===== src/sv/ipav_pkg.sv =====
`timescale 1ns / 1ps

package ipav_pkg;

  // Per-string scan state, one field per counter or flag
  typedef struct packed {
    logic [2:0] dot_total;        // saturates at 4
    logic [3:0] colon_total;      // saturates at 8
    logic       v4_still_ok;
    logic [9:0] v4_group_value;   // first three digits of the group
    logic [2:0] v4_group_digits;  // saturates at 4
    logic       v4_leading_zero;
    logic       v6_still_ok;
    logic [2:0] v6_group_digits;  // saturates at 5
  } scan_state_t;

  localparam scan_state_t SCAN_RESET = '{
    dot_total:       3'd0,
    colon_total:     4'd0,
    v4_still_ok:     1'b1,
    v4_group_value:  10'd0,
    v4_group_digits: 3'd0,
    v4_leading_zero: 1'b0,
    v6_still_ok:     1'b1,
    v6_group_digits: 3'd0
  };

  typedef logic [1:0] verdict_t;

  localparam verdict_t VERDICT_NEITHER = 2'd0;
  localparam verdict_t VERDICT_IPV4    = 2'd1;
  localparam verdict_t VERDICT_IPV6    = 2'd2;

  localparam logic [7:0] CHAR_DOT     = 8'd46;
  localparam logic [7:0] CHAR_COLON   = 8'd58;
  localparam logic [7:0] CHAR_ZERO    = 8'd48;
  localparam logic [7:0] CHAR_NINE    = 8'd57;
  localparam logic [7:0] CHAR_UPPER_A = 8'd65;
  localparam logic [7:0] CHAR_UPPER_F = 8'd70;
  localparam logic [7:0] CHAR_LOWER_A = 8'd97;
  localparam logic [7:0] CHAR_LOWER_F = 8'd102;

  localparam logic [9:0] V4_GROUP_MAX   = 10'd255;
  localparam logic [2:0] V4_DIGITS_MAX  = 3'd3;
  localparam logic [2:0] V4_DIGITS_SAT  = 3'd4;
  localparam logic [2:0] V6_DIGITS_MAX  = 3'd4;
  localparam logic [2:0] V6_DIGITS_SAT  = 3'd5;
  localparam logic [2:0] DOT_SAT        = 3'd4;
  localparam logic [3:0] COLON_SAT      = 4'd8;
  localparam logic [2:0] V4_DOTS        = 3'd3;
  localparam logic [3:0] V6_COLONS      = 4'd7;

endpackage


===== src/sv/ipav_step.sv =====
`timescale 1ns / 1ps

module ipav_step (
  input  ipav_pkg::scan_state_t cur_state,
  input  logic [7:0]            char_code,
  input  logic                  is_last,
  output ipav_pkg::scan_state_t nxt_state,
  output ipav_pkg::verdict_t    verdict
);
  import ipav_pkg::*;

  logic        is_dec;
  logic        is_hex;
  logic [3:0]  dec_digit;
  logic [9:0]  value_x10;
  scan_state_t mid;
  scan_state_t fin;

  assign is_dec    = (char_code >= CHAR_ZERO) && (char_code <= CHAR_NINE);
  assign is_hex    = is_dec ||
                     ((char_code >= CHAR_UPPER_A) && (char_code <= CHAR_UPPER_F)) ||
                     ((char_code >= CHAR_LOWER_A) && (char_code <= CHAR_LOWER_F));
  assign dec_digit = char_code[3:0];
  // value stays below 100 whenever it is scaled, so 10 bits hold the product
  assign value_x10 = {cur_state.v4_group_value[6:0], 3'b000} +
                     {cur_state.v4_group_value[8:0], 1'b0};

  // Apply one character to both checks
  always_comb begin
    mid = cur_state;

    if (char_code == CHAR_DOT) begin
      if (cur_state.dot_total < DOT_SAT) mid.dot_total = cur_state.dot_total + 3'd1;
      if ((cur_state.v4_group_digits == 3'd0) ||
          (cur_state.v4_group_digits > V4_DIGITS_MAX) ||
          (cur_state.v4_group_value > V4_GROUP_MAX)) begin
        mid.v4_still_ok = 1'b0;
      end
      mid.v4_group_value  = 10'd0;
      mid.v4_group_digits = 3'd0;
      mid.v4_leading_zero = 1'b0;
    end else if (is_dec) begin
      if ((cur_state.v4_group_digits != 3'd0) && cur_state.v4_leading_zero) begin
        mid.v4_still_ok = 1'b0;
      end
      if ((cur_state.v4_group_digits == 3'd0) && (char_code == CHAR_ZERO)) begin
        mid.v4_leading_zero = 1'b1;
      end
      if (cur_state.v4_group_digits < V4_DIGITS_MAX) begin
        mid.v4_group_value = value_x10 + {6'd0, dec_digit};
      end
      if (cur_state.v4_group_digits < V4_DIGITS_SAT) begin
        mid.v4_group_digits = cur_state.v4_group_digits + 3'd1;
      end
      if (cur_state.v4_group_digits >= V4_DIGITS_MAX) mid.v4_still_ok = 1'b0;
    end else begin
      mid.v4_still_ok = 1'b0;
    end

    if (char_code == CHAR_COLON) begin
      if (cur_state.colon_total < COLON_SAT) begin
        mid.colon_total = cur_state.colon_total + 4'd1;
      end
      if ((cur_state.v6_group_digits == 3'd0) ||
          (cur_state.v6_group_digits > V6_DIGITS_MAX)) begin
        mid.v6_still_ok = 1'b0;
      end
      mid.v6_group_digits = 3'd0;
    end else if (is_hex) begin
      if (cur_state.v6_group_digits < V6_DIGITS_SAT) begin
        mid.v6_group_digits = cur_state.v6_group_digits + 3'd1;
      end
    end else begin
      mid.v6_still_ok = 1'b0;
    end
  end

  // Close the open groups at end of string and decide
  always_comb begin
    fin = mid;
    if ((mid.v4_group_digits == 3'd0) || (mid.v4_group_digits > V4_DIGITS_MAX) ||
        (mid.v4_group_value > V4_GROUP_MAX)) begin
      fin.v4_still_ok = 1'b0;
    end
    if ((mid.v6_group_digits == 3'd0) || (mid.v6_group_digits > V6_DIGITS_MAX)) begin
      fin.v6_still_ok = 1'b0;
    end

    priority if (fin.dot_total == V4_DOTS) begin
      verdict = fin.v4_still_ok ? VERDICT_IPV4 : VERDICT_NEITHER;
    end else if (fin.colon_total == V6_COLONS) begin
      verdict = fin.v6_still_ok ? VERDICT_IPV6 : VERDICT_NEITHER;
    end else begin
      verdict = VERDICT_NEITHER;
    end
  end

  assign nxt_state = is_last ? SCAN_RESET : mid;

endmodule


===== src/sv/ip_address_text_validator.sv =====
`timescale 1ns / 1ps
// A string's verdict reaches out_tvalid through the input register, then the result register.
// Throughput: one character word per cycle, but a last character waits while the result
//   register is full and stalled; the per-character state update is one combinational
//   step between the input register and the scan state / result registers.
// Reset (rst_n low, synchronous): input and output stages empty, scan state back to the
//   start of a string.

module ip_address_text_validator (
  input  logic       clk,
  input  logic       rst_n,
  // input character stream
  input  logic       in_tvalid,
  output logic       in_tready,
  input  logic [7:0] in_tdata,   // [7:0] char_code
  input  logic       in_tlast,   // is_last
  // verdict stream
  output logic       out_tvalid,
  input  logic       out_tready,
  output logic [7:0] out_tdata   // [1:0] verdict, [7:2] zero
);
  import ipav_pkg::*;

  // Input register: one character word waiting to be scanned
  logic        s1_valid_r;
  logic [7:0]  s1_char_r;
  logic        s1_last_r;
  logic        s1_adv;

  // Scan state across the characters of one string
  scan_state_t state_r;
  scan_state_t state_nxt;
  verdict_t    step_verdict;

  // Result register
  logic        out_valid_r;
  verdict_t    out_verdict_r;

  // Advance the held character unless it would produce a verdict into a full,
  // stalled result register. Only last characters write the result register.
  assign s1_adv    = s1_valid_r && (!s1_last_r || !out_valid_r || out_tready);
  assign in_tready = !s1_valid_r || s1_adv;

  always_ff @(posedge clk) begin
    if (!rst_n) begin
      s1_valid_r <= 1'b0;
    end else if (in_tready) begin
      s1_valid_r <= in_tvalid;
    end
  end

  // Payload: capture on every acceptance, no reset needed
  always_ff @(posedge clk) begin
    if (in_tvalid && in_tready) begin
      s1_char_r <= in_tdata;
      s1_last_r <= in_tlast;
    end
  end

  ipav_step u_step (
    .cur_state (state_r),
    .char_code (s1_char_r),
    .is_last   (s1_last_r),
    .nxt_state (state_nxt),
    .verdict   (step_verdict)
  );

  always_ff @(posedge clk) begin
    if (!rst_n) begin
      state_r <= SCAN_RESET;
    end else if (s1_adv) begin
      state_r <= state_nxt;
    end
  end

  // Hold the verdict until the sink takes it
  always_ff @(posedge clk) begin
    if (!rst_n) begin
      out_valid_r <= 1'b0;
    end else if (s1_adv && s1_last_r) begin
      out_valid_r <= 1'b1;
    end else if (out_tready) begin
      out_valid_r <= 1'b0;
    end
  end

  always_ff @(posedge clk) begin
    if (s1_adv && s1_last_r) begin
      out_verdict_r <= step_verdict;
    end
  end

  assign out_tvalid = out_valid_r;
  assign out_tdata  = {6'd0, out_verdict_r};

  // A finished string leaves the scan state at its start value
  a_state_restart: assert property (@(posedge clk) disable iff (!rst_n)
    s1_adv && s1_last_r |=> state_r == SCAN_RESET)
    else $error("scan state not restarted after last character");

  // A verdict is always one of the three defined codes
  a_verdict_code: assert property (@(posedge clk) disable iff (!rst_n)
    out_valid_r |-> (out_verdict_r == VERDICT_NEITHER || out_verdict_r == VERDICT_IPV4 ||
                     out_verdict_r == VERDICT_IPV6))
    else $error("undefined verdict code");

  // A held character that cannot advance stays in place
  a_s1_hold: assert property (@(posedge clk) disable iff (!rst_n)
    s1_valid_r && !s1_adv |=> s1_valid_r && $stable(s1_char_r) && $stable(s1_last_r))
    else $error("input register lost a stalled character");

  // The scan state only moves when a character is consumed
  a_state_still: assert property (@(posedge clk) disable iff (!rst_n)
    !s1_adv |=> $stable(state_r))
    else $error("scan state changed without a character");

endmodule

===== config.mk =====
export PLATFORM = sky130hd
export DESIGN_NAME = ip_address_text_validator
export DESIGN_NICKNAME = d
export VERILOG_FILES = /design/src/sv/ipav_pkg.sv /design/src/sv/ipav_step.sv /design/src/sv/ip_address_text_validator.sv
export SDC_FILE = /design/constraint.sdc
export NUM_CORES = 1
export LEC_CHECK = 0
export BUFFER_PORTS_ARGS = -buffer_cell sky130_fd_sc_hd__buf_2
export CORE_ASPECT_RATIO = 1.25
export CORE_MARGIN = 3
export CORE_UTILIZATION = 64
export DETAILED_ROUTE_END_ITERATION = 10
export PLACE_DENSITY = 0.87
export SETUP_SLACK_MARGIN = 0.1
export SYNTH_ARGS = -nofsm -noshare
export SYNTH_HDL_FRONTEND = slang
export SYNTH_SLANG_ARGS = --single-unit

===== constraint.sdc =====
create_clock -name clk -period 6.8 [get_ports clk]
set_input_delay 1.36 -clock clk [delete_from_list [all_inputs] [get_ports clk]]
set_output_delay 1.36 -clock clk [all_outputs]
set_load 0.03 [all_outputs]

# == Word-level counts from Yosys, hierarchy flattened ==
# Cells that the tools add are included.
# totals
out_inout_bits,10
ff_bits,39
in_bits,13
# op_classes
n_lt_le_gt_ge,18
eq_ne,5
n_mux,27
n_addsub,6
n_reduce_logical,31
# op_table
op,count
26-bit two-way mux,1
"8-bit by 6-bit == test with 1-bit output, second input constant",3
"10-bit by 8-bit > comparator with 1-bit output, second input constant",2
"8-bit by 7-bit greater-or-equal comparator with 1-bit output, second input constant",2
"8-bit by 7-bit <= comparator with 1-bit output, second input constant",2
15-bit two-way mux,1
3-bit two-way mux,5
14-bit two-way mux,1
3-bit logical NOT,4
1-bit two-way mux,12
4-bit two-way mux,3
1-bit logical OR,11
10-bit adder,1
10-bit by 4-bit adder with 10-bit output,1
10-bit two-way mux,1
"3-bit by 1-bit adder with 3-bit output, second input constant",3
"3-bit < comparator, second input constant",3
3-bit nonzero test,3
"8-bit by 6-bit greater-or-equal comparator with 1-bit output, second input constant",1
"8-bit by 6-bit <= comparator with 1-bit output, second input constant",1
1-bit logical AND,8
"3-bit by 2-bit > comparator with 1-bit output, second input constant",2
"3-bit > comparator, second input constant",2
2-bit two-way mux,3
9 further kinds,11

# == Depth between registers and ports, before layout ==
# logic_depth
ltp_word,12
ltp_mapped,9
ltp_nobuf,9

# == Cells and area by module ==
# Synthesis repeated with hierarchy kept, for this count alone.
# unflattened
hier_cells,316
hier_area_um2,2752.6
# by_module_without_submodules
module,n_inst,area_per_inst_um2,seq_area_each_um2,cells_each
ip_address_text_validator,1,1549.0,890.9,142
ipav_step,1,1203.7,0.0,174

# == Worst setup path before layout ==
# OpenSTA, ideal clock, no wires.
# synth_path
path_type,input to output
from,input port out_tready
to,output port in_tready
n_path_buf,0
required_ns,5.440
setup_slack_ns,3.602
arrival_ns,1.838
cell_stages,2
path_cell_list,nor2b_1 > nand3_1
# synth_via
elab_chain_cells,3
# synth_rtl
item,line,text
"start, declared",ip_address_text_validator.sv:19,"input logic out_tready,"
1-bit logical OR,ip_address_text_validator.sv:41,assign s1_adv = s1_valid_r && (!s1_last_r || !out_valid_r || out_tready);
1-bit logical AND,ip_address_text_validator.sv:41,
1-bit logical OR,ip_address_text_validator.sv:42,assign in_tready = !s1_valid_r || s1_adv;
"end, declared",ip_address_text_validator.sv:14,"output logic in_tready,"
# No other way between the ends.

# == Worst setup path in the final report ==
# Same ends and word-level chain as after synthesis.

==> impl_metrics.yaml <==
layout:
  diodes: 0
  stdcell_count: 334
  fin_area_um2: 2690
  nets: 316
  drive_gt1_frac: 0.160
  num-fill-cells: 275
  area_growth_pct: 7.61
global_route:
  grt.overflow.total: 0
  grt_pass1_wl_mm: 7.69
  groute.usage.overall: 0.223
  grt_max_degree: 25
  grt_pass1_vias: 1785
  antenna_found_initial: 0
timing:
  slew-limit-headroom: 0.405
  slew_viol_final: 0
  hold_viol: 0
  rsz0062_at_grt: "false"
  fin_hold_ws_ns: 0.478
  setup_viol: 0
  skew_ns: 0.00697
  tns_ns: 0
  fmax_ghz: 0.297
  worst-slew-pin-transition_ns: 0.888
  fin_crit_ns: 3.37
  finalCritPeriodShare: 0.495
drt:
  highest_layer: "met4"
  drc_errors: 0
  wl_per_cell_um: 14.6
  drt_wl_total_mm: 4.89
  met1_length_mm: 2.12
  wl_met3_um: 132
  vias: 1972
  vias_per_cell: 5.90
  wl_met2_mm: 2.56
  final_antenna_net_count: 0
  drt_pass1_iterations: 4
  drt-initial-drc-count: 100
clock_network:
  cts_buffers: 5
  cts_root_buf: "clkbuf_8"
  cts_buffer_depth: 2
  cts_hold_buf: 0
  clock_sinks: 39
  cts-resized-gates: 0
  path_clk_slew_ns: 0.08
  postCtsSetupBuffers: 0
  cts.htree.levels: 2
  cts_tree: "built"
  clock_latency_ns: 0.30
placed_design:
  portBuffers: 16
  dp_hpwl_mm: 3.72
  gp_congestion: 0.873
  place_area_um2: 2600
  dp_cells: 326
worst_setup_path:
  worst-r2r-setup-slack_ns: 3.95
  worstSetupPathType: "primary input to primary output"
  worst_setup_path_end_kind: "primary output"
  cp.required_ns: 5.44
  crit_path_max_fanout: 4
  cp.arrival_ns: 2.01
  cp-start-kind: "primary input"
synth:
  ys_ff_latch: 39
  yosysUniqueCellTypes: 62
  synth_ff_type: "dfxtp_1"
  synthArstFlopShare: 0
  synth-edff-count: 11
  yosysTopAreaCellShare: 0.224
  yosysWarnings: 0
  yosysTopAreaCell: "dfxtp_1"
  syn_inst: 264
  synth_common_cells: "28 x dfxtp_1, 20 x ha_1, 18 x a21oi_1, 18 x nor2_1"
  avgSynthCellArea_um2: 9.47
  synth_area_leaders: "dfxtp_1 22%, edfxtp_1 13%, ha_1 10%"
  synth_area_um2: 2500
  yosysMostFrequentCell: "dfxtp_1"
  seq_area_frac_synth: 0.356
die:
  floorplan.die.width_um: 61.9
  dieHeight_um: 75.9
  core_area_um2: 3630
  dieArea_um2: 4700
  rows: 24
  io_pins: 23
  initial_core_util: 0.688
pwr:
  max-vdd-ir-drop_mv: 0.161
  cellPowerDensity_nw_per_um2: 166
  power_uw: 447
  p_leak_nw: 1.08
run:
  maxCapViolCount: 0
min_path:
  hold_path_class: "flop to flop"
status:
  outcome: "finished, final reports clean"
[area by class of cell]
class / count / area [um^2] / share of cell area
Clock buffer: 5 / 68.8 / 0.0256
Sequential cell: 39 / 891 / 0.331
Timing Repair Buffer: 17 / 87.6 / 0.0326
Inverter: 13 / 48.8 / 0.0181
Clock inverter: 3 / 25.0 / 0.00930
Multi-Input combinational cell: 205 / 1500 / 0.559
Tap cell: 52 / 65.1 / 0.0242
[where the power goes]
| part | total (mW) | switching (mW) | internal [mW] | leakage [nW] |
|---|---|---|---|---|
| clock network | 0.160 | 0.0869 | 0.0732 | 0.0443 |
| registers | 0.250 | 0.00605 | 0.244 | 0.332 |
| logic | 0.0370 | 0.0238 | 0.0132 | 0.702 |
[kinds of logic (layout without fill, tap and decap cells)]
logic type,count (synthesis),count (layout),synth area share
AOI/OAI and AO/OA,71,71,0.194
xor gates and xnor gates,7,7,0.0245
adders and majority gates,22,22,0.116
buffers and inverters,25,38,0.0496
DFF,39,39,0.356
muxes,6,6,0.0260
other,1,6,0.00150
and+or+nand+nor,93,93,0.232
[through the flow]
step,util,worst slack [ns]
after floorplan,-,3.60
after global placement,0.715,3.46
after CTS,0.740,3.43
after global routing,0.740,3.39
after detailed placement,0.715,3.44
final,0.740,3.43
[flip-flops by register name (all words and copies together), names as in the netlist]
signal / cells
s1_valid_r: 1
state_r: 26
s1_last_r: 1
out_tvalid: 1
s1_char_r: 8
out_verdict_r: 2
[metal layers]
| metal | vias to the layer above | GRT usage |
|---|---|---|
| met5 | - | 0 |
| met2 | 27 | 0.400 |
| met3 | 7 | 0.0627 |
| met4 | 0 | 0.0825 |
| met1 | 944 | 0.245 |
| li1 | 994 | - |
[worst paths after layout]
check | start | to | cells past startpoint
worst max-delay path | out_tready | in_tready | 4
worst min-delay path | state_r[3] | state_r[3] | 2
worst max register to register | s1_char_r[3] | out_verdict_r[0] | 9
worst min register to register | state_r[3] | state_r[3] | 2
[worst max-delay path, cell delays in order]
cell and delay (ns):
buf_2 0.10, nor2b_1 0.21, nand3_1 0.12, buf_2 0.21
[cells in the final DEF, fill, tap and decap left out, drive strengths merged, types with 3 or more instances in the layout]
cell type / n
or4b: 3
nand2b: 3
a32oi: 4
nor2b: 13
xnor2: 4
conb: 6
nor2: 19
xor2: 3
a21boi: 5
o21ai: 14
inv: 13
mux2i: 5
nand3: 9
dfxtp: 28
and3: 3
edfxtp: 11
buf: 17
or2: 4
nor4b: 3
ha: 20
o22ai: 5
a21oi: 18
a31oi: 4
o21a: 4
nand2: 13
clkbuf: 5
nand4b: 3
nor3: 8
Note: power is estimated with default switching activity, not from simulation.
